**src/design/ims_pkg.sv**
```systemverilog
// ----------------------------------------------------------------------------
// ims_pkg: shared types and constants of the bilinear image sampler
// Widths of the stream fields, the store geometry and the control structs
// passed between the address front end and the blend back end.
// ----------------------------------------------------------------------------
`default_nettype none

package ims_pkg;

    localparam int MAX_WIDTH  = 256;
    localparam int MAX_HEIGHT = 256;
    localparam int PIXEL_BITS = 16;
    localparam int FRAC_BITS  = 8;

    localparam int STORE_DEPTH = MAX_WIDTH * MAX_HEIGHT;
    localparam int ADDR_BITS   = $clog2(STORE_DEPTH);
    localparam int IDX_X_BITS  = $clog2(MAX_WIDTH);
    localparam int IDX_Y_BITS  = $clog2(MAX_HEIGHT);

    // fixed field widths of the stream and register map
    localparam int MODE_BITS   = 1;
    localparam int LOAD_BITS   = 16;
    localparam int VALUE_BITS  = 16;
    localparam int COORD_BITS  = 20;
    localparam int RESULT_BITS = 16;
    localparam int WIN_BITS    = 12;
    localparam int DIM_BITS    = 9;
    localparam int CFG_BITS    = 12;
    localparam int CFG_IDX_BITS = 3;

    localparam int INT_BITS  = COORD_BITS - FRAC_BITS;
    // room for the window offset and the +1 neighbour
    localparam int OFS_BITS  = ((INT_BITS > WIN_BITS) ? INT_BITS : WIN_BITS) + 2;
    localparam int WEFF_X_BITS = $clog2(MAX_WIDTH + 1);
    localparam int WEFF_Y_BITS = $clog2(MAX_HEIGHT + 1);
    localparam int LERP_BITS = PIXEL_BITS + FRAC_BITS;

    localparam int S_FIELD_BITS = LOAD_BITS + VALUE_BITS + 2 * COORD_BITS;
    localparam int S_DATA_BITS  = ((S_FIELD_BITS + 7) / 8) * 8;
    localparam int M_DATA_BITS  = ((RESULT_BITS + 7) / 8) * 8;

    // four neighbour taps, one store copy each
    localparam int TAP_COUNT = 4;
    localparam int TAP_00 = 0;
    localparam int TAP_10 = 1;
    localparam int TAP_01 = 2;
    localparam int TAP_11 = 3;

    localparam logic [CFG_IDX_BITS-1:0] REG_FILTER_MODE  = 3'd0;
    localparam logic [CFG_IDX_BITS-1:0] REG_WINDOW_MIN_X = 3'd1;
    localparam logic [CFG_IDX_BITS-1:0] REG_WINDOW_MIN_Y = 3'd2;
    localparam logic [CFG_IDX_BITS-1:0] REG_IMAGE_WIDTH  = 3'd3;
    localparam logic [CFG_IDX_BITS-1:0] REG_IMAGE_HEIGHT = 3'd4;

    localparam logic FILTER_NEAREST  = 1'b0;
    localparam logic FILTER_BILINEAR = 1'b1;
    localparam logic MODE_LOAD   = 1'b0;
    localparam logic MODE_SAMPLE = 1'b1;

    typedef struct packed {
        logic                       filter_mode;
        logic signed [WIN_BITS-1:0] window_min_x;
        logic signed [WIN_BITS-1:0] window_min_y;
        logic [DIM_BITS-1:0]        image_width;
        logic [DIM_BITS-1:0]        image_height;
    } cfg_t;

    typedef struct packed {
        logic                 valid;
        logic                 sample;
        logic [FRAC_BITS-1:0] fx;
        logic [FRAC_BITS-1:0] fy;
    } ctl_t;

endpackage

`default_nettype wire

```
**src/design/ims_blend.sv**
```systemverilog
// ----------------------------------------------------------------------------
// ims_blend: bilinear blend back end
// Takes the four tap words from the stores, blends along x, then along y,
// truncates and holds the result in the output register.
// ----------------------------------------------------------------------------
`default_nettype none

module ims_blend (
    input  wire logic                                                  clk,
    input  wire logic                                                  rst_n,
    input  wire logic                                                  advance,
    input  wire ims_pkg::ctl_t                                         ctl,
    input  wire logic [ims_pkg::TAP_COUNT-1:0][ims_pkg::PIXEL_BITS-1:0] pix,
    output logic                                                       out_valid,
    output logic [ims_pkg::RESULT_BITS-1:0]                            out_data
);

    localparam int PB = ims_pkg::PIXEL_BITS;
    localparam int FB = ims_pkg::FRAC_BITS;
    localparam int LB = ims_pkg::LERP_BITS;
    localparam int PW = PB + FB + 2;
    localparam int AW = LB + FB + 2;

    ims_pkg::ctl_t             st4_ctl_reg;
    ims_pkg::ctl_t             st5_ctl_reg;
    logic [LB-1:0]             st5_top_reg;
    logic [LB-1:0]             st5_bot_reg;
    logic                      out_valid_reg;
    logic [ims_pkg::RESULT_BITS-1:0] out_data_reg;

    logic signed [PB:0]        d_top;
    logic signed [PB:0]        d_bot;
    logic signed [PW-1:0]      s_top;
    logic signed [PW-1:0]      s_bot;
    logic [LB-1:0]             st5_top_next;
    logic [LB-1:0]             st5_bot_next;
    logic signed [LB:0]        d_y;
    logic signed [AW-1:0]      acc;
    logic [ims_pkg::RESULT_BITS-1:0] out_data_next;

    // stage 4: p0 * (1 - f) + p1 * f written as p0 * one + (p1 - p0) * f
    always_comb
    begin
        d_top = $signed({1'b0, pix[ims_pkg::TAP_10]}) - $signed({1'b0, pix[ims_pkg::TAP_00]});
        d_bot = $signed({1'b0, pix[ims_pkg::TAP_11]}) - $signed({1'b0, pix[ims_pkg::TAP_01]});
        s_top = $signed({2'b00, pix[ims_pkg::TAP_00], {FB{1'b0}}})
                + PW'(d_top) * PW'($signed({1'b0, st4_ctl_reg.fx}));
        s_bot = $signed({2'b00, pix[ims_pkg::TAP_01], {FB{1'b0}}})
                + PW'(d_bot) * PW'($signed({1'b0, st4_ctl_reg.fx}));
        st5_top_next = s_top[LB-1:0];
        st5_bot_next = s_bot[LB-1:0];
    end

    // stage 5: blend along y and drop both fractions
    always_comb
    begin
        d_y = $signed({1'b0, st5_bot_reg}) - $signed({1'b0, st5_top_reg});
        acc = $signed({2'b00, st5_top_reg, {FB{1'b0}}})
              + AW'(d_y) * AW'($signed({1'b0, st5_ctl_reg.fy}));
        out_data_next = ims_pkg::RESULT_BITS'(acc[PB+2*FB-1:2*FB]);
    end

    always_ff @(posedge clk or negedge rst_n)
    begin
        if (!rst_n)
        begin
            st4_ctl_reg   <= '0;
            st5_ctl_reg   <= '0;
            out_valid_reg <= 1'b0;
        end
        else if (advance)
        begin
            st4_ctl_reg   <= ctl;
            st5_ctl_reg   <= st4_ctl_reg;
            // loads leave the pipe here without a word
            out_valid_reg <= st5_ctl_reg.valid && st5_ctl_reg.sample;
        end
    end

    always_ff @(posedge clk)
    begin
        if (advance)
        begin
            st5_top_reg  <= st5_top_next;
            st5_bot_reg  <= st5_bot_next;
            out_data_reg <= out_data_next;
        end
    end

    assign out_valid = out_valid_reg;
    assign out_data  = out_data_reg;

    a_load_silent: assert property (@(posedge clk) disable iff (!rst_n)
        (advance && st5_ctl_reg.valid && !st5_ctl_reg.sample) |=> !out_valid_reg)
        else $error("load produced a result word");

    a_stall_hold: assert property (@(posedge clk) disable iff (!rst_n)
        !advance |=> ($stable(st5_ctl_reg) && $stable(st4_ctl_reg)))
        else $error("blend stages moved during a stall");

endmodule

`default_nettype wire

```
**config.mk**
```make
export PLATFORM = sky130hd
export DESIGN_NAME = ims_blend
export DESIGN_NICKNAME = d
export VERILOG_FILES = /design/src/design/ims_pkg.sv /design/src/design/ims_blend.sv
export SDC_FILE = /design/constraint.sdc
export NUM_CORES = 1
export LEC_CHECK = 0
export BUFFER_PORTS_ARGS = -buffer_cell sky130_fd_sc_hd__buf_2
export CAP_MARGIN = 0
export CORE_ASPECT_RATIO = 1.5
export CORE_MARGIN = 3
export CORE_UTILIZATION = 40
export CTS_BUF_LIST = sky130_fd_sc_hd__clkbuf_4 sky130_fd_sc_hd__clkbuf_8
export DETAILED_ROUTE_END_ITERATION = 10
export GPL_TIMING_DRIVEN = 1
export PLACE_DENSITY = 0.65
export SLEW_MARGIN = 10
export SYNTH_ARGS = -nofsm -noshare
export SYNTH_HDL_FRONTEND = slang
export SYNTH_SLANG_ARGS = --single-unit
```
**constraint.sdc**
```tcl
create_clock -name clk -period 18.7 [get_ports clk]
set_input_delay 0.935 -clock clk [delete_from_list [all_inputs] [get_ports clk]]
set_output_delay 0.935 -clock clk [all_outputs]
set_load 0.03 [all_outputs]
```
* Yosys cells after proc, flatten, opt, wreduce, memory -nomap -nowiden
Cells that the tools add are included.
Widths: inputs -> output; s select.
** Word-level totals
- Input port bits :: 85
- Output and inout bits :: 17
- Bits in latches :: 0
- Memories :: 0
- Bits in writable memories :: 0
- ROM bits :: 0
- Register bits :: 93
** Cells by class
- $lt $le $gt $ge :: 0
- $mul :: 3
- Reduce and logical (&&, ||, !) cells :: 1
- Divide/modulo/power cells :: 0
- Bitwise logic cells :: 0
- Shift operators :: 0
- Add/subtract/negate cells :: 6
- Multiplexer cells :: 0
- Eq/ne operators :: 0
** Operator list (number)
- $add 24x24->24 :: 2
- $mul 17x9->24 :: 2
- $sub 16x16->17 :: 2
- $add 32x32->32 :: 1
- $mul 25x9->32 :: 1
- $sub 24x24->25 :: 1
- $logic_and 1x1->1 :: 1

* Logic depth before layout (Yosys ltp)
- Depth after elaboration :: 3
- Gate-level depth with buffers :: 32
- Mapped depth without buffers :: 32

* Least setup slack after synthesis
OpenSTA, ideal clock, no wires.
- Path kind :: input to register
- Start :: input port pix[16] in the netlist's numbering
- End :: register st5_top_reg[23] (data pin)
- Library setup time :: 258 ps
- Arrival :: 7590 ps
- Path slack :: 10852 ps
- Path buffers :: 0
- Stages on the path :: 30
- Cell sequence :: inv_1 > ha_1 > fa_1 > nand2b_1 > a21boi_0 > o21ai_0 > a2111oi_0 > nor3_1 > o21bai_1 > a21oi_1 > xnor2_1 > nand2_1 > fa_1 > inv_1 > fa_1 > fa_1 > fa_1 > inv_1 > fa_1 > inv_1 > ha_1 > a21o_1 > a21o_1 > a21oi_1 > nor2_1 > a221oi_1 > a21oi_1 > a41oi_1 > xnor2_1 > xnor2_1
** Between the ends
- Longest elaborated chain between the ends :: 3
** RTL lines
- start: declaration :: line ims_blend.sv:13 : input wire logic [ims_pkg::TAP_COUNT-1:0][ims_pkg::PIXEL_BITS-1:0] pix,
- $sub 16x16->17 :: line ims_blend.sv:44 : d_top = $signed({1'b0, pix[ims_pkg::TAP_10]}) - $signed({1'b0, pix[ims_pkg::TAP_00]});
- $mul 17x9->24 :: line ims_blend.sv:47 : + PW'(d_top) * PW'($signed({1'b0, st4_ctl_reg.fx}));
- $add 24x24->24 :: line ims_blend.sv:47
- named net s_top[23] :: line ims_blend.sv:33 : logic signed [PW-1:0] s_top;
- end signal: assignment :: line ims_blend.sv:84 : st5_top_reg <= st5_top_next;
- end: declaration :: line ims_blend.sv:26 : logic [LB-1:0] st5_top_reg;
The timed path passes the listed nets, and every way through them passes these cells.
A chain may end at the register's enable or synchronous reset.

* Worst setup path in the final report
- Start :: input port pix[0] in the netlist's numbering
- End :: register st5_top_reg[23] (data pin)
** Between the ends
- Longest elaborated chain between the ends :: 3
** RTL lines (line)
- $sub 16x16->17 :: ims_blend.sv:44
- $mul 17x9->24 :: ims_blend.sv:47
- $add 24x24->24 (*) :: ims_blend.sv:47
- named net s_top[23] :: ims_blend.sv:33
The timed path passes the listed nets; every way through them passes the cells marked *.

==> impl_metrics.toml <==
[run_status]
outcome = "complete, no violations"

[sta]
hold_viol = 0
skew_ns = 0.0256
slew_headroom_pct = 28.4
fmax_mhz = 117
setup_viol = 0
drv_slew = 0
finalCriticalPeriod_ns = 8.57
tns_ns = 0
finalCritPeriodShare_pct = 45.8
rsz0062_at_grt = "no"
tightest_slew_ns = 1.07

[placement]
hpwl_um = 45300
gp_congestion = 0.887
placed_cell_area_um2 = 23700
port_buffers = 101

[drt]
antenna_left = 0
first_pass_iters = 6
avgRoutedWirePerCell_um = 16.9
vias = 16200
wl_met3_um = 1570
route.met2.wl_um = 30100
drtIter0Drc = 640
wl_um = 53600
drc = 0
top_layer = "met5"
wl_met1_um = 19800
vias_per_cell = 5.11

[logic_synthesis]
yosysWarningCount = 0
ys_ff_latch = 93
synth-edff-count = 64
syn_inst = 2410
synthTopCellsByArea = "fa_1, ha_1, inv_1"
synthesis.area_um2 = 22500
async_flop_share_pct = 31.2
avgSynthCellArea_um2 = 9.33
yosys.area.top_type = "fa_1"
synth-seq-area-share_pct = 11.8
synthTopCellsByCount = "inv_1, fa_1, nand2_1"
ys_types = 74
ys.flop_type = "edfxtp_1"
synth.most_common_cell = "inv_1"
syn_nets = 3124
yosysTopAreaCellShare_pct = 36.7

[setup_path]
worstPathMaxFanout = 8
r2r_end = "out_data[8]"
slowest_stage = "a2111oi_0"
crit_path_start_kind = "input pin"
timing.rr.start = "st5_top_reg[1]"
cp-endpoint = "st5_top_reg[23]"
crit_path_end_kind = "flip-flop"
crit_top_cell = "fa_1"
cp.arrival_ns = 8.73
critPathMaxStageDelay_ns = 0.64
ff2ff_setup_slack_ns = 10.29
path_class = "input pin to flip-flop"
crit_start = "pix[0]"
required_ns = 18.87
rr_worst_depth = 27

[floorplan]
ioPinCount = 102
dieArea_um2 = 59200
num_rows = 105
die_y_um = 296
initial_core_util_pct = 40.8
core-area_um2 = 55200
die_x_um = 200

[clock_network]
clock_path_buffers = 2
cts.sinks = 93
clock-root-buffer = "clkbuf_8"
h-tree-depth = 3
hold_buffers = 0
path_clk_slew_ns = 0.11
cts_buffers = 9
postCtsSetupRepairBufs = 0
insertion_delay_ns = 0.42
tritoncts = "yes"
cts.repair.resized = 0

[flow_run]
drv_cap = 0

[hold_path]
min_path_type = "flip-flop to flip-flop"
whs_path_depth = 1

[layout]
post-route-util_pct = 43.3
drive_above_1_share_pct = 7.89
num-nets-final = 3179
num-fill-cells = 5380
design_area_um2 = 23900
syn_to_final_growth_pct = 6.27

[grt]
grt_use_total_pct = 19.0
grt_pass1_wl_um = 89100
antenna_found_initial = 4
grt_overflow = 0
grt_max_degree = 77
grt_pass1_vias = 17900
-- critical path: cells and delay by family --
family	cells	cell delay, ns
AND/OR/NAND/NOR	4	0.58
adder cells (fa/ha/maj)	8	3.46
buffers and inverters	4	0.26
XOR/XNOR	3	0.71
AO/OA/AOI/OAI	11	2.80
-- placed cells by master (no fill, tap or decap), drive strengths merged, types with 7 or more instances in the layout --
cell type	count
nor2b	54
buf	113
nand3	30
nand2	236
fa	412
or2	8
o21bai	8
xor2	25
nor3	30
clkbuf	10
o31ai	7
a211oi	14
ha	217
a21o	19
and2	208
a31oi	10
a21oi	67
xnor2	82
o21ai	41
dfrtp	29
edfxtp	64
nor3b	11
nor2	73
mux2	33
a21boi	7
or3	8
inv	531
nand2b	34
o21a	18
-- cell families (layout without fill, tap and decap cells) --
logic type / after synthesis / after routing / synth area share [%]
AOI/OAI and AO/OA: 230 / 230 / 6.98
xor gates and xnor gates: 107 / 107 / 4.20
adders and majority gates: 629 / 629 / 48.7
buffers and inverters: 596 / 656 / 9.95
DFF: 93 / 93 / 11.8
muxes: 36 / 36 / 1.79
other: 0 / 1 / 0
and+or+nand+nor: 719 / 719 / 16.6
-- worst min-delay path by stage --
| stage | start | endpoint |
|---|---|---|
| after global routing | st4_ctl_reg[3] | st4_ctl_reg[3] |
| after global placement | st4_ctl_reg[4] | st5_ctl_reg[4] |
| after floorplan | st5_ctl_reg[16] | out_valid |
| after detailed placement | st4_ctl_reg[4] | st5_ctl_reg[4] |
| final | st4_ctl_reg[6] | st4_ctl_reg[6] |
| after CTS | rst_n | st4_ctl_reg[5] |
-- layout make-up --
cell class | count | area, um^2 | area share, %
Clock inverter | 6 | 62.6 | 0.262
Sequential cell | 93 | 2650 | 11.1
Tap cell | 695 | 870 | 3.64
Clock buffer | 10 | 138 | 0.576
Antenna cell | 1 | 2.50 | 0.0105
Inverter | 527 | 1980 | 8.27
Timing Repair Buffer | 113 | 598 | 2.50
Multi-Input combinational cell | 1721 | 17600 | 73.7
-- through the flow --
step / hold WS (ns) / setup slack, ns / std cells
after floorplan: 0.465 / 10.85 / 2410
after detailed placement: 0.493 / 9.65 / 3149
after global placement: 0.484 / 9.75 / 3149
after global routing: 0.538 / 9.51 / 3166
final: 0.514 / 10.13 / 3166
after CTS: 0.512 / 10.09 / 3165
-- routing by layer --
metal / global-route usage [%] / vias to the layer above
met3: 1.77 / 115
li1: - / 7560
met5: 0 / -
met4: 7.63 / 4
met2: 37.3 / 318
met1: 20.8 / 8184
Power is not shown: default switching activity piles up to over one toggle a cycle in this logic, so the estimate is an artifact.
