**src/design/ims_pkg.sv**
```systemverilog
// ----------------------------------------------------------------------------
// ims_pkg: shared types and constants of the bilinear image sampler
// Widths of the stream fields, the store geometry and the control structs
// passed between the address front end and the blend back end.
// ----------------------------------------------------------------------------
`default_nettype none

package ims_pkg;

    localparam int MAX_WIDTH  = 256;
    localparam int MAX_HEIGHT = 256;
    localparam int PIXEL_BITS = 16;
    localparam int FRAC_BITS  = 8;

    localparam int STORE_DEPTH = MAX_WIDTH * MAX_HEIGHT;
    localparam int ADDR_BITS   = $clog2(STORE_DEPTH);
    localparam int IDX_X_BITS  = $clog2(MAX_WIDTH);
    localparam int IDX_Y_BITS  = $clog2(MAX_HEIGHT);

    // fixed field widths of the stream and register map
    localparam int MODE_BITS   = 1;
    localparam int LOAD_BITS   = 16;
    localparam int VALUE_BITS  = 16;
    localparam int COORD_BITS  = 20;
    localparam int RESULT_BITS = 16;
    localparam int WIN_BITS    = 12;
    localparam int DIM_BITS    = 9;
    localparam int CFG_BITS    = 12;
    localparam int CFG_IDX_BITS = 3;

    localparam int INT_BITS  = COORD_BITS - FRAC_BITS;
    // room for the window offset and the +1 neighbour
    localparam int OFS_BITS  = ((INT_BITS > WIN_BITS) ? INT_BITS : WIN_BITS) + 2;
    localparam int WEFF_X_BITS = $clog2(MAX_WIDTH + 1);
    localparam int WEFF_Y_BITS = $clog2(MAX_HEIGHT + 1);
    localparam int LERP_BITS = PIXEL_BITS + FRAC_BITS;

    localparam int S_FIELD_BITS = LOAD_BITS + VALUE_BITS + 2 * COORD_BITS;
    localparam int S_DATA_BITS  = ((S_FIELD_BITS + 7) / 8) * 8;
    localparam int M_DATA_BITS  = ((RESULT_BITS + 7) / 8) * 8;

    // four neighbour taps, one store copy each
    localparam int TAP_COUNT = 4;
    localparam int TAP_00 = 0;
    localparam int TAP_10 = 1;
    localparam int TAP_01 = 2;
    localparam int TAP_11 = 3;

    localparam logic [CFG_IDX_BITS-1:0] REG_FILTER_MODE  = 3'd0;
    localparam logic [CFG_IDX_BITS-1:0] REG_WINDOW_MIN_X = 3'd1;
    localparam logic [CFG_IDX_BITS-1:0] REG_WINDOW_MIN_Y = 3'd2;
    localparam logic [CFG_IDX_BITS-1:0] REG_IMAGE_WIDTH  = 3'd3;
    localparam logic [CFG_IDX_BITS-1:0] REG_IMAGE_HEIGHT = 3'd4;

    localparam logic FILTER_NEAREST  = 1'b0;
    localparam logic FILTER_BILINEAR = 1'b1;
    localparam logic MODE_LOAD   = 1'b0;
    localparam logic MODE_SAMPLE = 1'b1;

    typedef struct packed {
        logic                       filter_mode;
        logic signed [WIN_BITS-1:0] window_min_x;
        logic signed [WIN_BITS-1:0] window_min_y;
        logic [DIM_BITS-1:0]        image_width;
        logic [DIM_BITS-1:0]        image_height;
    } cfg_t;

    typedef struct packed {
        logic                 valid;
        logic                 sample;
        logic [FRAC_BITS-1:0] fx;
        logic [FRAC_BITS-1:0] fy;
    } ctl_t;

endpackage

`default_nettype wire

```
**src/design/ims_addr.sv**
```systemverilog
// ----------------------------------------------------------------------------
// ims_addr: coordinate front end of the sampler
// Three stages: integer coordinate and fraction, edge clamp of both
// neighbours, row-major addresses of the four taps.
// ----------------------------------------------------------------------------
`default_nettype none

module ims_addr (
    input  wire logic                                 clk,
    input  wire logic                                 rst_n,
    input  wire logic                                 advance,
    input  wire logic                                 in_valid,
    input  wire logic                                 in_sample,
    input  wire logic [ims_pkg::LOAD_BITS-1:0]        load_address,
    input  wire logic [ims_pkg::VALUE_BITS-1:0]       pixel_value,
    input  wire logic [ims_pkg::COORD_BITS-1:0]       coord_x,
    input  wire logic [ims_pkg::COORD_BITS-1:0]       coord_y,
    input  wire ims_pkg::cfg_t                        cfg,
    output ims_pkg::ctl_t                             ctl,
    output logic [ims_pkg::TAP_COUNT-1:0][ims_pkg::ADDR_BITS-1:0] rd_addr,
    output logic [ims_pkg::LOAD_BITS-1:0]             wr_addr,
    output logic [ims_pkg::VALUE_BITS-1:0]            wr_data
);

    localparam int OW = ims_pkg::OFS_BITS;
    localparam int XB = ims_pkg::IDX_X_BITS;
    localparam int YB = ims_pkg::IDX_Y_BITS;
    localparam int AB = ims_pkg::ADDR_BITS;

    // stage 1
    ims_pkg::ctl_t                        st1_ctl_reg;
    logic signed [OW-1:0]                 st1_x_reg;
    logic signed [OW-1:0]                 st1_y_reg;
    logic [ims_pkg::LOAD_BITS-1:0]        st1_load_reg;
    logic [ims_pkg::VALUE_BITS-1:0]       st1_pixel_reg;
    // stage 2
    ims_pkg::ctl_t                        st2_ctl_reg;
    logic [XB-1:0]                        st2_cx0_reg;
    logic [XB-1:0]                        st2_cx1_reg;
    logic [YB-1:0]                        st2_cy0_reg;
    logic [YB-1:0]                        st2_cy1_reg;
    logic [ims_pkg::LOAD_BITS-1:0]        st2_load_reg;
    logic [ims_pkg::VALUE_BITS-1:0]       st2_pixel_reg;
    // stage 3
    ims_pkg::ctl_t                                 st3_ctl_reg;
    logic [ims_pkg::TAP_COUNT-1:0][AB-1:0]         st3_addr_reg;
    logic [ims_pkg::LOAD_BITS-1:0]                 st3_load_reg;
    logic [ims_pkg::VALUE_BITS-1:0]                st3_pixel_reg;

    logic signed [ims_pkg::INT_BITS-1:0]  floor_x;
    logic signed [ims_pkg::INT_BITS-1:0]  floor_y;
    logic                                 up_x;
    logic                                 up_y;
    logic                                 bilinear;
    ims_pkg::ctl_t                        st1_ctl_next;
    logic signed [OW-1:0]                 st1_x_next;
    logic signed [OW-1:0]                 st1_y_next;
    logic [ims_pkg::WEFF_X_BITS-1:0]      w_eff;
    logic [ims_pkg::WEFF_Y_BITS-1:0]      h_eff;
    logic signed [OW-1:0]                 x1;
    logic signed [OW-1:0]                 y1;
    logic [XB-1:0]                        st2_cx0_next;
    logic [XB-1:0]                        st2_cx1_next;
    logic [YB-1:0]                        st2_cy0_next;
    logic [YB-1:0]                        st2_cy1_next;
    logic [AB:0]                          row0;
    logic [AB:0]                          row1;
    logic [ims_pkg::TAP_COUNT-1:0][AB-1:0] st3_addr_next;

    function automatic logic [XB-1:0] clamp_x(input logic signed [OW-1:0] v,
                                              input logic [ims_pkg::WEFF_X_BITS-1:0] n);
        logic signed [OW-1:0] ns;
        logic [ims_pkg::WEFF_X_BITS-1:0] last;
        ns   = $signed(OW'(n));
        last = n - 1'b1;
        if (v < 0)
            return '0;
        else if (v >= ns)
            return last[XB-1:0];
        else
            return v[XB-1:0];
    endfunction

    function automatic logic [YB-1:0] clamp_y(input logic signed [OW-1:0] v,
                                              input logic [ims_pkg::WEFF_Y_BITS-1:0] n);
        logic signed [OW-1:0] ns;
        logic [ims_pkg::WEFF_Y_BITS-1:0] last;
        ns   = $signed(OW'(n));
        last = n - 1'b1;
        if (v < 0)
            return '0;
        else if (v >= ns)
            return last[YB-1:0];
        else
            return v[YB-1:0];
    endfunction

    // stage 1: floor for bilinear, truncation toward zero for nearest
    always_comb
    begin
        bilinear = (cfg.filter_mode == ims_pkg::FILTER_BILINEAR);
        floor_x  = $signed(coord_x[ims_pkg::COORD_BITS-1:ims_pkg::FRAC_BITS]);
        floor_y  = $signed(coord_y[ims_pkg::COORD_BITS-1:ims_pkg::FRAC_BITS]);
        up_x     = !bilinear && coord_x[ims_pkg::COORD_BITS-1]
                   && (|coord_x[ims_pkg::FRAC_BITS-1:0]);
        up_y     = !bilinear && coord_y[ims_pkg::COORD_BITS-1]
                   && (|coord_y[ims_pkg::FRAC_BITS-1:0]);
        st1_x_next = OW'(floor_x) + $signed(OW'(up_x)) - OW'(cfg.window_min_x);
        st1_y_next = OW'(floor_y) + $signed(OW'(up_y)) - OW'(cfg.window_min_y);
        st1_ctl_next.valid  = in_valid;
        st1_ctl_next.sample = in_sample;
        // nearest blends with zero weights and so returns the top-left tap
        st1_ctl_next.fx = bilinear ? coord_x[ims_pkg::FRAC_BITS-1:0] : '0;
        st1_ctl_next.fy = bilinear ? coord_y[ims_pkg::FRAC_BITS-1:0] : '0;
    end

    // stage 2: clamp both neighbours to the stored image
    always_comb
    begin
        if (cfg.image_width == '0)
            w_eff = ims_pkg::WEFF_X_BITS'(1);
        else if (int'(cfg.image_width) > ims_pkg::MAX_WIDTH)
            w_eff = ims_pkg::WEFF_X_BITS'(ims_pkg::MAX_WIDTH);
        else
            w_eff = ims_pkg::WEFF_X_BITS'(cfg.image_width);

        if (cfg.image_height == '0)
            h_eff = ims_pkg::WEFF_Y_BITS'(1);
        else if (int'(cfg.image_height) > ims_pkg::MAX_HEIGHT)
            h_eff = ims_pkg::WEFF_Y_BITS'(ims_pkg::MAX_HEIGHT);
        else
            h_eff = ims_pkg::WEFF_Y_BITS'(cfg.image_height);

        x1 = st1_x_reg + $signed(OW'(1));
        y1 = st1_y_reg + $signed(OW'(1));
        st2_cx0_next = clamp_x(st1_x_reg, w_eff);
        st2_cx1_next = clamp_x(x1, w_eff);
        st2_cy0_next = clamp_y(st1_y_reg, h_eff);
        st2_cy1_next = clamp_y(y1, h_eff);
    end

    // stage 3: row-major addresses
    always_comb
    begin
        row0 = (AB + 1)'(st2_cy0_reg) * (AB + 1)'(w_eff);
        row1 = (AB + 1)'(st2_cy1_reg) * (AB + 1)'(w_eff);
        st3_addr_next[ims_pkg::TAP_00] = AB'(row0 + (AB + 1)'(st2_cx0_reg));
        st3_addr_next[ims_pkg::TAP_10] = AB'(row0 + (AB + 1)'(st2_cx1_reg));
        st3_addr_next[ims_pkg::TAP_01] = AB'(row1 + (AB + 1)'(st2_cx0_reg));
        st3_addr_next[ims_pkg::TAP_11] = AB'(row1 + (AB + 1)'(st2_cx1_reg));
    end

    always_ff @(posedge clk or negedge rst_n)
    begin
        if (!rst_n)
        begin
            st1_ctl_reg <= '0;
            st2_ctl_reg <= '0;
            st3_ctl_reg <= '0;
        end
        else if (advance)
        begin
            st1_ctl_reg <= st1_ctl_next;
            st2_ctl_reg <= st1_ctl_reg;
            st3_ctl_reg <= st2_ctl_reg;
        end
    end

    always_ff @(posedge clk)
    begin
        if (advance)
        begin
            st1_x_reg     <= st1_x_next;
            st1_y_reg     <= st1_y_next;
            st1_load_reg  <= load_address;
            st1_pixel_reg <= pixel_value;
            st2_cx0_reg   <= st2_cx0_next;
            st2_cx1_reg   <= st2_cx1_next;
            st2_cy0_reg   <= st2_cy0_next;
            st2_cy1_reg   <= st2_cy1_next;
            st2_load_reg  <= st1_load_reg;
            st2_pixel_reg <= st1_pixel_reg;
            st3_addr_reg  <= st3_addr_next;
            st3_load_reg  <= st2_load_reg;
            st3_pixel_reg <= st2_pixel_reg;
        end
    end

    assign ctl     = st3_ctl_reg;
    assign rd_addr = st3_addr_reg;
    assign wr_addr = st3_load_reg;
    assign wr_data = st3_pixel_reg;

    // the right and lower neighbours sit on or one past the clamped origin
    a_cx_step: assert property (@(posedge clk) disable iff (!rst_n)
        (st2_ctl_reg.valid && st2_ctl_reg.sample) |->
        ((XB + 1)'(st2_cx1_reg) == (XB + 1)'(st2_cx0_reg)
         || (XB + 1)'(st2_cx1_reg) == (XB + 1)'(st2_cx0_reg) + 1'b1))
        else $error("x neighbour not adjacent after clamp");

    a_cy_step: assert property (@(posedge clk) disable iff (!rst_n)
        (st2_ctl_reg.valid && st2_ctl_reg.sample) |->
        ((YB + 1)'(st2_cy1_reg) == (YB + 1)'(st2_cy0_reg)
         || (YB + 1)'(st2_cy1_reg) == (YB + 1)'(st2_cy0_reg) + 1'b1))
        else $error("y neighbour not adjacent after clamp");

endmodule

`default_nettype wire

```
**config.mk**
```make
export PLATFORM = sky130hd
export DESIGN_NAME = ims_addr
export DESIGN_NICKNAME = d
export VERILOG_FILES = /design/src/design/ims_pkg.sv /design/src/design/ims_addr.sv
export SDC_FILE = /design/constraint.sdc
export NUM_CORES = 1
export LEC_CHECK = 0
export BUFFER_PORTS_ARGS = -buffer_cell sky130_fd_sc_hd__buf_2
export CAP_MARGIN = 20
export CELL_PAD_IN_SITES_DETAIL_PLACEMENT = 1
export CELL_PAD_IN_SITES_GLOBAL_PLACEMENT = 2
export CORE_MARGIN = 10
export CORE_UTILIZATION = 25
export CTS_BUF_LIST = sky130_fd_sc_hd__clkbuf_16
export CTS_CLUSTER_DIAMETER = 120
export DETAILED_ROUTE_END_ITERATION = 10
export GPL_TIMING_DRIVEN = 0
export PLACE_DENSITY = 0.59
export SLEW_MARGIN = 20
export SYNTH_ARGS = -nofsm -noshare
export SYNTH_HDL_FRONTEND = slang
export SYNTH_SLANG_ARGS = --single-unit
export TNS_END_PERCENT = 5
```
**constraint.sdc**
```tcl
create_clock -name clk -period 6.31 [get_ports clk]
set_input_delay 1.893 -clock clk [delete_from_list [all_inputs] [get_ports clk]]
set_output_delay 1.893 -clock clk [all_outputs]
set_load 0.05 [all_outputs]
```
After elaboration in Yosys (flattened, before gate mapping)
Index checks and enable logic that the tools add are counted.
{"block": "word_totals", "elab_cells": 71, "out_inout_bits": 114, "input_bits": 120, "ff_bits": 274}
{"block": "op_classes", "add_sub_neg": 12, "n_lt_le_gt_ge": 10, "muxes": 10, "n_mul": 2, "reduce_logical": 9}
{"cell": "$add A16 B8 Y16", "count": 4}
{"cell": "$ge A14 B10 Y1", "count": 4}
{"cell": "$lt A14 B1 Y1 const B", "count": 4}
{"cell": "$mux W8", "count": 6}
{"cell": "$mux W9", "count": 4}
{"cell": "$mul A8 B9 Y16", "count": 2}
{"cell": "$add A14 B2 Y14 const B", "count": 2}
{"cell": "$sub A13 B12 Y14", "count": 2}
{"cell": "$add A12 B2 Y13", "count": 2}
{"cell": "$gt A9 B9 Y1 const B", "count": 2}
{"cell": "$logic_not A9 Y1", "count": 2}
{"cell": "$reduce_or A8 Y1", "count": 2}
{"cell": "$sub A8 B1 Y8 const B", "count": 2}
{"cell": "$logic_and A1 B1 Y1", "count": 4}
{"cell": "$logic_not A1 Y1", "count": 1}

Logic depth before layout (Yosys ltp)
Gate-level depths: netlist (run 1).
{"block": "logic_depth", "depth_word": 5, "depth_mapped": 24, "ltp_nobuf": 24}

Least setup slack after synthesis (run 1)
OpenSTA, ideal clock, no wires.
{"block": "synth_path", "path_type": "input to register", "from": "input port cfg[10] (netlist name)", "to": "register st3_addr_reg (netlist bit rd_addr[31]) (data pin)", "stages": 22, "setup_slack_ns": -1.406, "required_ns": 6.042, "arrival_ns": 7.448, "cell_sequence": "or4_1 > nor4_1 > nor2_1 > nor2_2 > clkbuf_1 > nand2_1 > fa_1 > fa_1 > inv_1 > fa_1 > inv_1 > fa_1 > inv_1 > ha_1 > buf_4 > and3_1 > a221oi_1 > o21bai_1 > xor2_1 > nand3_2 > nor4_2 > xor2_1"}
{"element": "from (decl)", "line_no": "ims_addr.sv:18", "rtl": "input wire ims_pkg::cfg_t cfg,"}
{"element": "to (signal assigned)", "line_no": "ims_addr.sv:183", "rtl": "st3_addr_reg <= st3_addr_next;"}
{"element": "to (decl)", "line_no": "ims_addr.sv:46", "rtl": "logic [ims_pkg::TAP_COUNT-1:0][AB-1:0] st3_addr_reg;"}

==> results of run 1 <==
==> power breakdown <==
part	internal [W]	total [W]	leakage, nW	switching [W]
logic	0.00135	0.00356	6.85	0.00221
registers	0.00237	0.00254	2.87	0.000167
clock network	0.00124	0.00205	0.612	0.000811
total	0.00496	0.00815	10.3	0.00319
==> area by class of cell <==
| cell class | count | area [µm²] |
|---|---|---|
| Buffer | 38 | 264 |
| Sequential cell | 274 | 7960 |
| Timing Repair Buffer | 261 | 1460 |
| Clock buffer | 37 | 926 |
| Tap cell | 969 | 1210 |
| Clock inverter | 27 | 272 |
| Inverter | 191 | 717 |
| Fill cell | 8295 | 50900 |
| Multi-Input combinational cell | 1155 | 10600 |
==> routing by layer <==
metal	up-vias	track usage, %
met5	-	0
met4	2	3.33
met3	58	2.39
met2	198	21.4
met1	6420	14.6
li1	6412	-
==> kinds of logic after synthesis <==
family / Yosys count
buffers and inverters: 229
and+or+nand+nor: 439
xor gates and xnor gates: 113
adders and majority gates: 282
DFF: 274
AOI/OAI and AO/OA: 263
muxes: 57
==> critical path, stage by stage <==
cell and delay (ns):
sky130_fd_sc_hd__buf_6 0.09, sky130_fd_sc_hd__or4_4 0.57, sky130_fd_sc_hd__nor4_2 0.15, sky130_fd_sc_hd__nor2_1 0.10
sky130_fd_sc_hd__nor2_4 0.14, sky130_fd_sc_hd__clkbuf_16 0.18, sky130_fd_sc_hd__nand2_2 0.06, sky130_fd_sc_hd__fa_1 0.49
sky130_fd_sc_hd__fa_1 0.50, sky130_fd_sc_hd__inv_1 0.05, sky130_fd_sc_hd__fa_1 0.47, sky130_fd_sc_hd__inv_1 0.05
sky130_fd_sc_hd__fa_1 0.47, sky130_fd_sc_hd__inv_1 0.04, sky130_fd_sc_hd__ha_1 0.28, sky130_fd_sc_hd__buf_6 0.15
sky130_fd_sc_hd__and3_4 0.19, sky130_fd_sc_hd__a221oi_4 0.33, sky130_fd_sc_hd__o21bai_1 0.15, sky130_fd_sc_hd__xor2_2 0.23
sky130_fd_sc_hd__buf_4 0.17, sky130_fd_sc_hd__nand2_1 0.09, sky130_fd_sc_hd__nor3_2 0.16, sky130_fd_sc_hd__xor2_1 0.09
==> metrics by stage <==
step / area (µm²) / hold slack [ns]
2_1_floorplan: 18800 / 0.400
3_3_place_gp: 21200 / 0.400
3_5_place_dp: 21300 / 0.405
4_1_cts: 23300 / 0.415
5_1_grt: 23400 / 0.416
6_report: 23400 / 0.412
==> cell usage in the layout, fill, tap and decap left out, drive strengths merged, types with 6 or more instances in the layout <==
cell type / count
a211oi: 22
o21a: 29
nand2b: 6
nand2: 73
a21boi: 6
nor3: 36
xnor2: 77
o21ai: 63
o21bai: 6
dfrtp: 54
a31oi: 6
mux2i: 19
nor2: 90
o211ai: 6
clkinv: 13
fa: 88
xor2: 36
nor4: 10
edfxtp: 220
and2: 116
nor2b: 18
buf: 275
clkbuf: 61
mux2: 38
o31ai: 7
nor3b: 6
inv: 200
a21o: 27
and3: 12
nand3: 43
a21oi: 56
ha: 194
nand4: 6
==> repair_timing <==
item	4_1_cts	5_1_grt
pin swaps	54	10
cloned	2	0
resized for setup	147	23
hold buffers	0	0
endpoints found under the setup margin	46	36
buffers inserted	23	3
==> final timing paths <==
check / from / depth (start not counted) / slack, ns / to
worst min-delay path: st2_load_reg[14]$_DFFE_PP_ / 0 / 0.41 / wr_addr[14]$_DFFE_PP_
worst max-delay path: cfg[10] / 24 / -0.53 / rd_addr[29]$_DFFE_PP_
max in group asynchronous: rst_n / 1 / 4.46 / ctl[11]$_DFFE_PN0P_
worst min register to register: st2_load_reg[14]$_DFFE_PP_ / 0 / 0.41 / wr_addr[14]$_DFFE_PP_
worst max register to register: st2_cy0_reg[4]$_SDFFCE_PP0P_ / 15 / 1.17 / rd_addr[31]$_DFFE_PP_
min in group asynchronous: rst_n / 1 / 1.37 / st1_ctl_reg[16]$_DFFE_PN0P_
==> results.py, run 1 <==
metrics = {
    "outcome": {
        "run_status": "finished with violations",
        "violations": "negative setup slack",
    },
    "synthesis": {
        "synth.cells.most_frequent": "220 x sky130_fd_sc_hd__edfxtp_1, 194 x sky130_fd_sc_hd__ha_1, 188 x sky130_fd_sc_hd__inv_1, 116 x sky130_fd_sc_hd__and2_1",
        "synthArstFlopShare_pct": 19.7,
        "post_synth_and_or_nand_nor_area_fraction_pct": 12.4,
        "ys_top_cells_by_area": "sky130_fd_sc_hd__edfxtp_1 35%, sky130_fd_sc_hd__ha_1 13%, sky130_fd_sc_hd__fa_1 9.4%, sky130_fd_sc_hd__dfrtp_1 7.2%, sky130_fd_sc_hd__and2_1 3.9%",
        "netlist-cell-type-count": 77,
        "synth.yosys.warnings": 0,
        "seq_area_frac_synth_pct": 42.5,
        "synth_top_family_by_area": "adder cells",
        "yosys_register_bits": 274,
        "synth-edff-count": 220,
        "synthFlopType": "sky130_fd_sc_hd__edfxtp_1",
        "post-synth-top-count-cell": "sky130_fd_sc_hd__edfxtp_1",
        "fraction_of_the_mapped_netlist_area_in_compound_gates_pct": 9.44,
        "muxShareOfSynthArea_pct": 3.30,
        "postSynthCellCount": 1657,
        "synth_area_leader_cell": "sky130_fd_sc_hd__edfxtp_1",
        "synth_fa_ha_area_share_pct": 22.4,
        "synth_area_per_cell_um2": 11.3,
        "syn_nets": 2059,
        "post_synth_xor_area_fraction_pct": 5.29,
        "synthesis.area_mm2": 0.0187,
        "netlist.area_leader.share_pct": 35.3,
    },
    "drt": {
        "routed_via_density": 4.43,
        "postRouteWirelength_um": 52400,
        "drc": 0,
        "detail-route-antenna-nets": 0,
        "met3RoutedLength_um": 2220,
        "detail_route.first_pass.iterations": 6,
        "dr_wl_met2_um": 26000,
        "detail_route.wl_per_cell_um": 17.7,
        "m1WireLength_um": 23000,
        "total_number_of_vias": 13100,
        "route.top_layer_used": "met5",
        "dr.first_iter.drc_count": 406,
    },
    "sta": {
        "clock_skew_ns": 0.0209,
        "max-slew-margin-rel_pct": 47.6,
        "final_max_slew_viol_count": 0,
        "max_slew.worst_pin.slew_ns": 0.781,
        "setup_violations": 32,
        "worst_slack_ns": -0.528,
        "min_period_over_period_pct": 108,
        "timing.fmax_mhz": 146,
        "final_period_minus_worst_setup_slack_ns": 6.84,
        "finalSetupTns_ns": -8.67,
        "hold_violations": 0,
        "grt_setup_unrepaired": "yes",
    },
    "grt": {
        "grt.overflow.total": 0,
        "grt_max_degree": 103,
        "grt_first_pass_wirelength_um": 82800,
        "antenna_violations_before_repair": 1,
        "grt_usage_pct": 12.1,
        "via_count_of_the_first_global_routing_pass": 14600,
    },
    "place": {
        "pre_cts_setup_slack_ns": -2.02,
        "post-place-cells": 2860,
        "routabilityCongestion": 0.812,
        "portBuffers": 232,
        "hpwlAfterDp_um": 41800,
    },
    "clock_network": {
        "worstSkewPairLatency_ns": 0.55,
        "htreeDepth": 2,
        "cts.reportedPaths.clkPinSlew_ns": 0.05,
        "ctsLongestPathBuffers": 3,
        "clock_sinks": 274,
        "cts-buffers-inserted": 37,
        "cts.root.buffer_cell": "sky130_fd_sc_hd__clkbuf_16",
        "cts_tree": "done",
    },
    "die": {
        "floorplan.die_area_mm2": 0.0862,
        "placement_rows": 100,
        "core-area_mm2": 0.0743,
        "top_level_ports": 234,
        "floorplan.initialDensity_pct": 25.2,
        "die_h_um": 294,
        "die_w_um": 294,
    },
    "finish": {
        "number_of_flip_flops_under_the_largest_register_name": 64,
        "layout-drive-gt1-share_pct": 25.7,
        "layout.core_utilization_pct": 31.5,
        "fin_nets": 2360,
        "flow.area_growth_from_synthesis_pct": 25.1,
        "layout.cells.non_filler": 2952,
        "n_antenna_cell": 0,
    },
    "worst_setup_path": {
        "critPathKind": "in2reg",
        "timing.critical_path.fanout_max": 9,
        "critical_path.startpoint_type": "input port",
        "critPathRequiredTime_ns": 6.59,
        "end_kind": "flip-flop",
        "worst-endpoint-arrival_ns": 7.12,
    },
    "power": {
        "worst_ir_drop_vdd_uv": 151,
        "power_w": 0.00815,
        "p_per_area_mw_per_mm2": 348,
        "static-leakage-power_nw": 10.3,
    },
    "hold_path": {
        "min-delay-path-class": "reg2reg",
    },
    "flow_run": {
        "drv.max_cap_violation_count": 0,
    },
}
Power figures use the tool's default switching activity.
==> inputs of run 2 (changes only) <==
--- a/config.mk
+++ b/config.mk
@@ -7,15 +7,15 @@
 export LEC_CHECK = 0
 export BUFFER_PORTS_ARGS = -buffer_cell sky130_fd_sc_hd__buf_2
 export CAP_MARGIN = 20
-export CELL_PAD_IN_SITES_DETAIL_PLACEMENT = 1
-export CELL_PAD_IN_SITES_GLOBAL_PLACEMENT = 2
+export CELL_PAD_IN_SITES_DETAIL_PLACEMENT = 0
+export CELL_PAD_IN_SITES_GLOBAL_PLACEMENT = 1
 export CORE_MARGIN = 10
 export CORE_UTILIZATION = 25
 export CTS_BUF_LIST = sky130_fd_sc_hd__clkbuf_16
 export CTS_CLUSTER_DIAMETER = 120
 export DETAILED_ROUTE_END_ITERATION = 10
 export GPL_TIMING_DRIVEN = 0
-export PLACE_DENSITY = 0.59
+export PLACE_DENSITY = 0.51
 export SLEW_MARGIN = 20
 export SYNTH_ARGS = -nofsm -noshare
 export SYNTH_HDL_FRONTEND = slang
==> run 2 against run 1 <==
  * Critical endpoint is now rd_addr[30]$_DFFE_PP_
  * Clock power barely moved
  * Combinational power barely moved
  * Routed wire length shrank 4.7%
  * The run still ends with negative setup slack left
  * First-iteration DRC count grew 36%
  * Worst setup slack worse by 0.048 ns
  * Total power fell by 0.23%
  * Global-route usage is 0.49 points lower
  * Final cell count increased by 0.10%
  * Non-clock buffer count up 3
  * Sequential power about the same
  * Count of clock-buffer cells in the layout decreased by 1
==> results.py, run 2 (synthesized netlist as in run 1, its figures left out) <==
metrics = {
    "worst_setup_path": {
        "critPathRequiredTime_ns": 6.59,
        "worst-endpoint-arrival_ns": 7.16,
        "timing.critical_path.fanout_max": 4,
        "end_kind": "flip-flop",
        "critical_path.top_delay_family": "adder cells",
        "crit_path_max_incr_delay_ns": 0.55,
        "worstPathCellList": "buf_6, or4_4, nor4_4, nor2_2, nor2_4, clkbuf_16, nand2_4, fa_1, fa_1, inv_2, fa_1, inv_2, fa_1, inv_2, ha_4, and3_4, a221oi_4, o31ai_4, xor2_2, nand3_2, buf_6, nor3_4, xnor2_1",
        "cpMaxStageDelayCell": "sky130_fd_sc_hd__or4_4",
        "critPathMostFrequentCell": "sky130_fd_sc_hd__fa_1",
        "critical_path.startpoint_type": "input port",
        "critPathBufInv": 6,
        "critPathKind": "in2reg",
    },
    "finish": {
        "fin_nets": 2361,
        "filler_cell_count": 7711,
        "mostFrequentLayoutCells": "232 x sky130_fd_sc_hd__buf_2, 220 x sky130_fd_sc_hd__edfxtp_1, 185 x sky130_fd_sc_hd__inv_1, 179 x sky130_fd_sc_hd__ha_1, 114 x sky130_fd_sc_hd__and2_1",
        "n_antenna_cell": 0,
        "finished_cell_area_mm2": 0.0234,
        "number_of_flip_flops_under_the_largest_register_name": 64,
        "multiInputGateArea_mm2": 0.0107,
        "area.sequential_mm2": 0.00796,
        "layout.cells.non_filler": 2955,
        "layout-drive-gt1-share_pct": 25.9,
        "flow.area_growth_from_synthesis_pct": 25.2,
        "layout.cells.most_common": "sky130_fd_sc_hd__buf_2",
        "layout.core_utilization_pct": 31.5,
    },
    "sta": {
        "max_slew.worst_pin.slew_ns": 0.816,
        "worst_slack_ns": -0.576,
        "final_period_minus_worst_setup_slack_ns": 6.89,
        "grt_setup_unrepaired": "yes",
        "timing.fmax_mhz": 145,
        "hold_violations": 0,
        "final_max_slew_viol_count": 0,
        "setup_violations": 35,
        "max-slew-margin-rel_pct": 45.2,
        "min_period_over_period_pct": 109,
        "clock_skew_ns": 0.0173,
    },
    "drt": {
        "detail_route.wl_per_cell_um": 16.9,
        "postRouteWirelength_um": 49900,
        "drc": 0,
        "routed_via_density": 4.41,
        "detail-route-antenna-nets": 0,
        "total_number_of_vias": 13000,
        "detail_route.first_pass.iterations": 5,
        "dr.first_iter.drc_count": 554,
    },
    "die": {
        "floorplan.initialDensity_pct": 25.2,
        "core-area_mm2": 0.0743,
        "floorplan.die_area_mm2": 0.0862,
        "top_level_ports": 234,
        "die_h_um": 294,
        "placement_rows": 100,
        "die_w_um": 294,
    },
    "place": {
        "placedInstanceArea_mm2": 0.0213,
        "portBuffers": 232,
        "pre_cts_setup_slack_ns": -2.23,
        "routabilityCongestion": 0.784,
        "post-place-cells": 2860,
        "hpwlAfterDp_um": 38900,
    },
    "flow_run": {
        "drv.max_cap_violation_count": 0,
    },
    "grt": {
        "grt_max_degree": 103,
        "via_count_of_the_first_global_routing_pass": 14200,
        "grt_usage_pct": 11.6,
        "grt.overflow.total": 0,
        "grt_first_pass_wirelength_um": 79600,
        "antenna_violations_before_repair": 3,
    },
    "outcome": {
        "run_status": "finished with violations",
        "violations": "negative setup slack",
    },
    "power": {
        "p_per_area_mw_per_mm2": 347,
        "worst_ir_drop_vdd_uv": 140,
        "static-leakage-power_nw": 10.4,
    },
    "clock_network": {
        "cts_tree": "done",
        "cts.root.buffer_cell": "sky130_fd_sc_hd__clkbuf_16",
        "holdBufCountCts": 0,
        "htreeDepth": 2,
        "ctsLongestPathBuffers": 3,
        "cts.reportedPaths.clkPinSlew_ns": 0.07,
        "worstSkewPairLatency_ns": 0.54,
        "clock_sinks": 274,
        "cts-buffers-inserted": 35,
    },
    "hold_path": {
        "min-delay-path-class": "reg2reg",
    },
}
run 2: through the flow:
stage                     hold WS, ns  power (W)  TNS (ns)
after floorplan                 0.400    0.00483    -28.72
after global placement          0.401    0.00567   -103.68
after detailed placement        0.405    0.00569    -81.96
after CTS                       0.398    0.00806    -13.54
after global routing            0.416    0.00868    -22.30
final                           0.406    0.00813    -15.18
run 2: area by class of cell:
| cell class | instances | share of cell area (%) |
|---|---|---|
| multi-input combinational | 1155 | 45.6 |
| clock inverter | 28 | 1.14 |
| timing repair buffer | 266 | 6.44 |
| tap | 969 | 5.17 |
| buffer | 36 | 0.832 |
| clock buffer | 36 | 3.84 |
| inverter | 191 | 3.06 |
| sequential | 274 | 33.9 |
run 2: worst paths after layout:
check,cells after the start,start,slack [ns],to
min in group asynchronous,1,rst_n,1.40,ctl[0]$_DFFE_PN0P_
max,23,cfg[13],-0.58,rd_addr[30]$_DFFE_PP_
min reg2reg,0,st1_pixel_reg[13]$_DFFE_PP_,0.41,st2_pixel_reg[13]$_DFFE_PP_
max in group asynchronous,1,rst_n,4.44,ctl[11]$_DFFE_PN0P_
min,0,st1_pixel_reg[13]$_DFFE_PP_,0.41,st2_pixel_reg[13]$_DFFE_PP_
max reg2reg,16,st2_cy0_reg[4]$_SDFFCE_PP0P_,1.10,rd_addr[30]$_DFFE_PP_
run 2: layer usage:
| layer | vias up | routed length [µm] | GRT usage, % |
|---|---|---|---|
| met2 | 203 | 24700 | 20.5 |
| met4 | 4 | 1240 | 3.44 |
| met1 | 6325 | 22000 | 14.1 |
| met3 | 67 | 1940 | 2.14 |
| li1 | 6418 | - | - |
| met5 | - | 14 | 0 |
run 2: worst register-to-register path, stage by stage (launching register included):
cell and delay, ns:
sky130_fd_sc_hd__edfxtp_1 0.57, sky130_fd_sc_hd__and2_1 0.25, sky130_fd_sc_hd__fa_1 0.56, sky130_fd_sc_hd__fa_1 0.45, sky130_fd_sc_hd__fa_1 0.54, sky130_fd_sc_hd__inv_1 0.05
sky130_fd_sc_hd__fa_1 0.54, sky130_fd_sc_hd__inv_1 0.05, sky130_fd_sc_hd__ha_1 0.37, sky130_fd_sc_hd__o21ai_1 0.46, sky130_fd_sc_hd__a21oi_1 0.12, sky130_fd_sc_hd__a31oi_2 0.24
sky130_fd_sc_hd__xnor2_2 0.18, sky130_fd_sc_hd__nand3_2 0.17, sky130_fd_sc_hd__buf_6 0.17, sky130_fd_sc_hd__nor3_4 0.12, sky130_fd_sc_hd__xnor2_1 0.10
run 2: where the power goes:
| group | switching [W] | leakage (nW) | internal [W] |
|---|---|---|---|
| Combinational | 0.00222 | 6.92 | 0.00134 |
| Sequential | 0.000168 | 2.87 | 0.00237 |
| Clock | 0.000815 | 0.591 | 0.00121 |
| Total | 0.00320 | 10.4 | 0.00493 |
run 2: what timing repair did:
action	CTS	global route
setup buffers	21	12
pin swaps	25	57
gates cloned	1	0
setup endpoints to repair	46	42
resized for setup	88	75
==> inputs of run 3 (changes only) <==
--- a/config.mk
+++ b/config.mk
@@ -5,11 +5,12 @@
 export SDC_FILE = /design/constraint.sdc
 export NUM_CORES = 1
 export LEC_CHECK = 0
+export ABC_AREA = 0
 export BUFFER_PORTS_ARGS = -buffer_cell sky130_fd_sc_hd__buf_2
 export CAP_MARGIN = 20
 export CELL_PAD_IN_SITES_DETAIL_PLACEMENT = 0
 export CELL_PAD_IN_SITES_GLOBAL_PLACEMENT = 1
-export CORE_MARGIN = 10
+export CORE_MARGIN = 2
 export CORE_UTILIZATION = 25
 export CTS_BUF_LIST = sky130_fd_sc_hd__clkbuf_16
 export CTS_CLUSTER_DIAMETER = 120
==> run 3 against run 2 <==
  * The run still ends with negative setup slack left
  * Sequential share of layout area is 0.11 points higher
  * Critical path depth increased by 1
  * Global-route usage rose by 1.0 points
  * Worst setup slack better by 0.11 ns
==> results.py, run 3 (synthesized netlist as in run 1, its figures left out) <==
metrics = {
    "outcome": {
        "run_status": "finished with violations",
        "violations": "negative setup slack",
    },
    "power": {
        "p_per_area_mw_per_mm2": 341,
        "p_sw_share_pct": 39.5,
        "worst_ir_drop_vdd_uv": 143,
        "clock_power_share_pct": 24.7,
        "power.combinational.fraction_pct": 43.4,
        "cell_internal_power_dissipation_w": 0.00482,
        "p_switching_w": 0.00314,
        "static-leakage-power_nw": 10.3,
        "p_seq_share_pct": 31.9,
    },
    "grt": {
        "grt_first_pass_wirelength_um": 77600,
        "grt_max_degree": 102,
        "grt.overflow.total": 0,
        "grt_usage_pct": 12.6,
        "antenna_violations_before_repair": 0,
        "via_count_of_the_first_global_routing_pass": 14000,
    },
    "worst_setup_path": {
        "crit_path_max_incr_delay_ns": 0.55,
        "end_kind": "flip-flop",
        "critPathKind": "in2reg",
        "cpMaxStageDelayCell": "sky130_fd_sc_hd__or4_4",
        "critPathRequiredTime_ns": 6.59,
        "worstRegToRegCells": 16,
        "critical_path.top_delay_family": "adder cells",
        "worst-r2r-setup-slack_ns": 1.04,
        "worstPathCellList": "buf_6, or4_4, nor4_4, nor2_2, nor2_4, clkbuf_16, nand2_2, fa_1, fa_1, inv_1, fa_1, inv_1, fa_1, inv_2, ha_4, buf_6, and3_4, a221oi_4, o31ai_4, xor2_2, nand3_2, buf_6, nor3_2, xor2_1",
        "reg2reg_to": "rd_addr[15]$_DFFE_PP_",
        "worst-endpoint-arrival_ns": 7.05,
        "critical_path.startpoint_type": "input port",
        "timing.critical_path.fanout_max": 5,
        "critPathLaunch": "cfg[10]",
        "path_depth": 24,
        "critPathBufInv": 7,
        "critPathMostFrequentCell": "sky130_fd_sc_hd__fa_1",
        "critical_path.endpoint": "rd_addr[15]$_DFFE_PP_",
        "rr_startpoint": "st2_cy0_reg[7]$_SDFFCE_PP0P_",
    },
    "clock_network": {
        "cts.reportedPaths.clkPinSlew_ns": 0.06,
        "cts.root.buffer_cell": "sky130_fd_sc_hd__clkbuf_16",
        "htreeDepth": 2,
        "ctsLongestPathBuffers": 3,
        "cts_tree": "done",
        "worstSkewPairLatency_ns": 0.54,
        "holdBufCountCts": 0,
        "clock_sinks": 274,
        "cts-buffers-inserted": 36,
    },
    "place": {
        "post-place-cells": 2860,
        "routabilityCongestion": 0.795,
        "hpwlAfterDp_um": 36800,
        "placedInstanceArea_mm2": 0.0213,
        "portBuffers": 232,
    },
    "sta": {
        "final_period_minus_worst_setup_slack_ns": 6.78,
        "grt_setup_unrepaired": "yes",
        "finalSetupTns_ns": -11.11,
        "min_period_over_period_pct": 107,
        "max-slew-margin-rel_pct": 39.6,
        "clock_skew_ns": 0.0212,
        "timing.fmax_mhz": 148,
        "max_slew.worst_pin.slew_ns": 0.899,
        "worst_slack_ns": -0.467,
        "final_max_slew_viol_count": 0,
        "hold_violations": 0,
        "setup_violations": 34,
    },
    "drt": {
        "postRouteWirelength_um": 48000,
        "detail_route.wl_per_cell_um": 16.2,
        "total_number_of_vias": 13000,
        "m1WireLength_um": 21400,
        "detail-route-antenna-nets": 0,
        "dr.first_iter.drc_count": 514,
        "met3RoutedLength_um": 1820,
        "drc": 0,
        "routed_via_density": 4.41,
        "detail_route.first_pass.iterations": 5,
        "route.top_layer_used": "met4",
        "dr_wl_met2_um": 23600,
    },
    "die": {
        "floorplan.initialDensity_pct": 25.2,
        "top_level_ports": 234,
        "die_w_um": 278,
        "placement_rows": 100,
        "die_h_um": 278,
        "core-area_mm2": 0.0743,
        "floorplan.die_area_mm2": 0.0771,
    },
    "hold_path": {
        "min-delay-path-class": "reg2reg",
    },
    "finish": {
        "n_antenna_cell": 0,
        "mostFrequentLayoutCells": "230 x sky130_fd_sc_hd__buf_2, 220 x sky130_fd_sc_hd__edfxtp_1, 187 x sky130_fd_sc_hd__inv_1, 178 x sky130_fd_sc_hd__ha_1, 115 x sky130_fd_sc_hd__and2_1",
        "layout.cells.non_filler": 2952,
        "fin_nets": 2357,
        "area.sequential_mm2": 0.00796,
        "layout-drive-gt1-share_pct": 25.1,
        "multiInputGateArea_mm2": 0.0106,
        "filler_cell_count": 7742,
        "flow.area_growth_from_synthesis_pct": 24.8,
        "layout.cells.most_common": "sky130_fd_sc_hd__buf_2",
        "finished_cell_area_mm2": 0.0234,
        "number_of_flip_flops_under_the_largest_register_name": 64,
    },
    "flow_run": {
        "drv.max_cap_violation_count": 0,
    },
}
==> run 3: worst min path at each step <==
stage | startpoint | depth (start not counted) | end
global route | st1_pixel_reg[6]$_DFFE_PP_ | 0 | st2_pixel_reg[6]$_DFFE_PP_
CTS | st2_pixel_reg[5]$_DFFE_PP_ | 0 | wr_data[5]$_DFFE_PP_
finish | st2_pixel_reg[5]$_DFFE_PP_ | 0 | wr_data[5]$_DFFE_PP_
floorplan | st1_load_reg[0]$_DFFE_PP_ | 0 | st2_load_reg[0]$_DFFE_PP_
detailed placement | st2_load_reg[12]$_DFFE_PP_ | 0 | wr_addr[12]$_DFFE_PP_
global placement | st2_load_reg[8]$_DFFE_PP_ | 0 | wr_addr[8]$_DFFE_PP_
==> run 3: final cells by class <==
type,instances,area share [%]
multi-input cells,1155,45.5
flip-flops and latches,274,34.1
repair buffers,260,6.19
well taps,969,5.19
clock buffers,37,3.96
inverters,191,3.07
plain buffers,37,1.13
clock inverters,29,0.926
==> run 3: per-layer routing <==
metal  track usage [%]  vias to the layer above
met5                 0                        -
met4              3.60                        0
met3              2.31                       58
met2              22.1                      209
met1              15.7                     6347
li1                  -                     6404
==> run 3: what timing repair did <==
item | 4_1_cts | 5_1_grt
setup buffers | 25 | 1
gates resized for setup | 133 | 28
pin swaps | 42 | 20
endpoints found under the setup margin | 46 | 37
gates cloned | 1 | 0
==> run 3: through the flow <==
stage / setup slack [ns] / hold slack [ns] / util, % / power [W]
floorplan: -0.990 / 0.400 / - / 0.00483
global route: -0.704 / 0.415 / 31.4 / 0.00854
CTS: -0.440 / 0.406 / 31.2 / 0.00803
detailed placement: -2.12 / 0.405 / 28.6 / 0.00566
finish: -0.467 / 0.411 / 31.4 / 0.00796
global placement: -2.14 / 0.400 / 28.5 / 0.00564
==> run 3: power groups by stage <==
stage	Combinational, W	Clock, W	Sequential (W)
after floorplan	0.00168	0	0.00315
after global placement	0.00306	0	0.00258
after detailed placement	0.00308	0	0.00258
after CTS	0.00341	0.00207	0.00254
after global routing	0.00381	0.00215	0.00258
final	0.00346	0.00197	0.00254
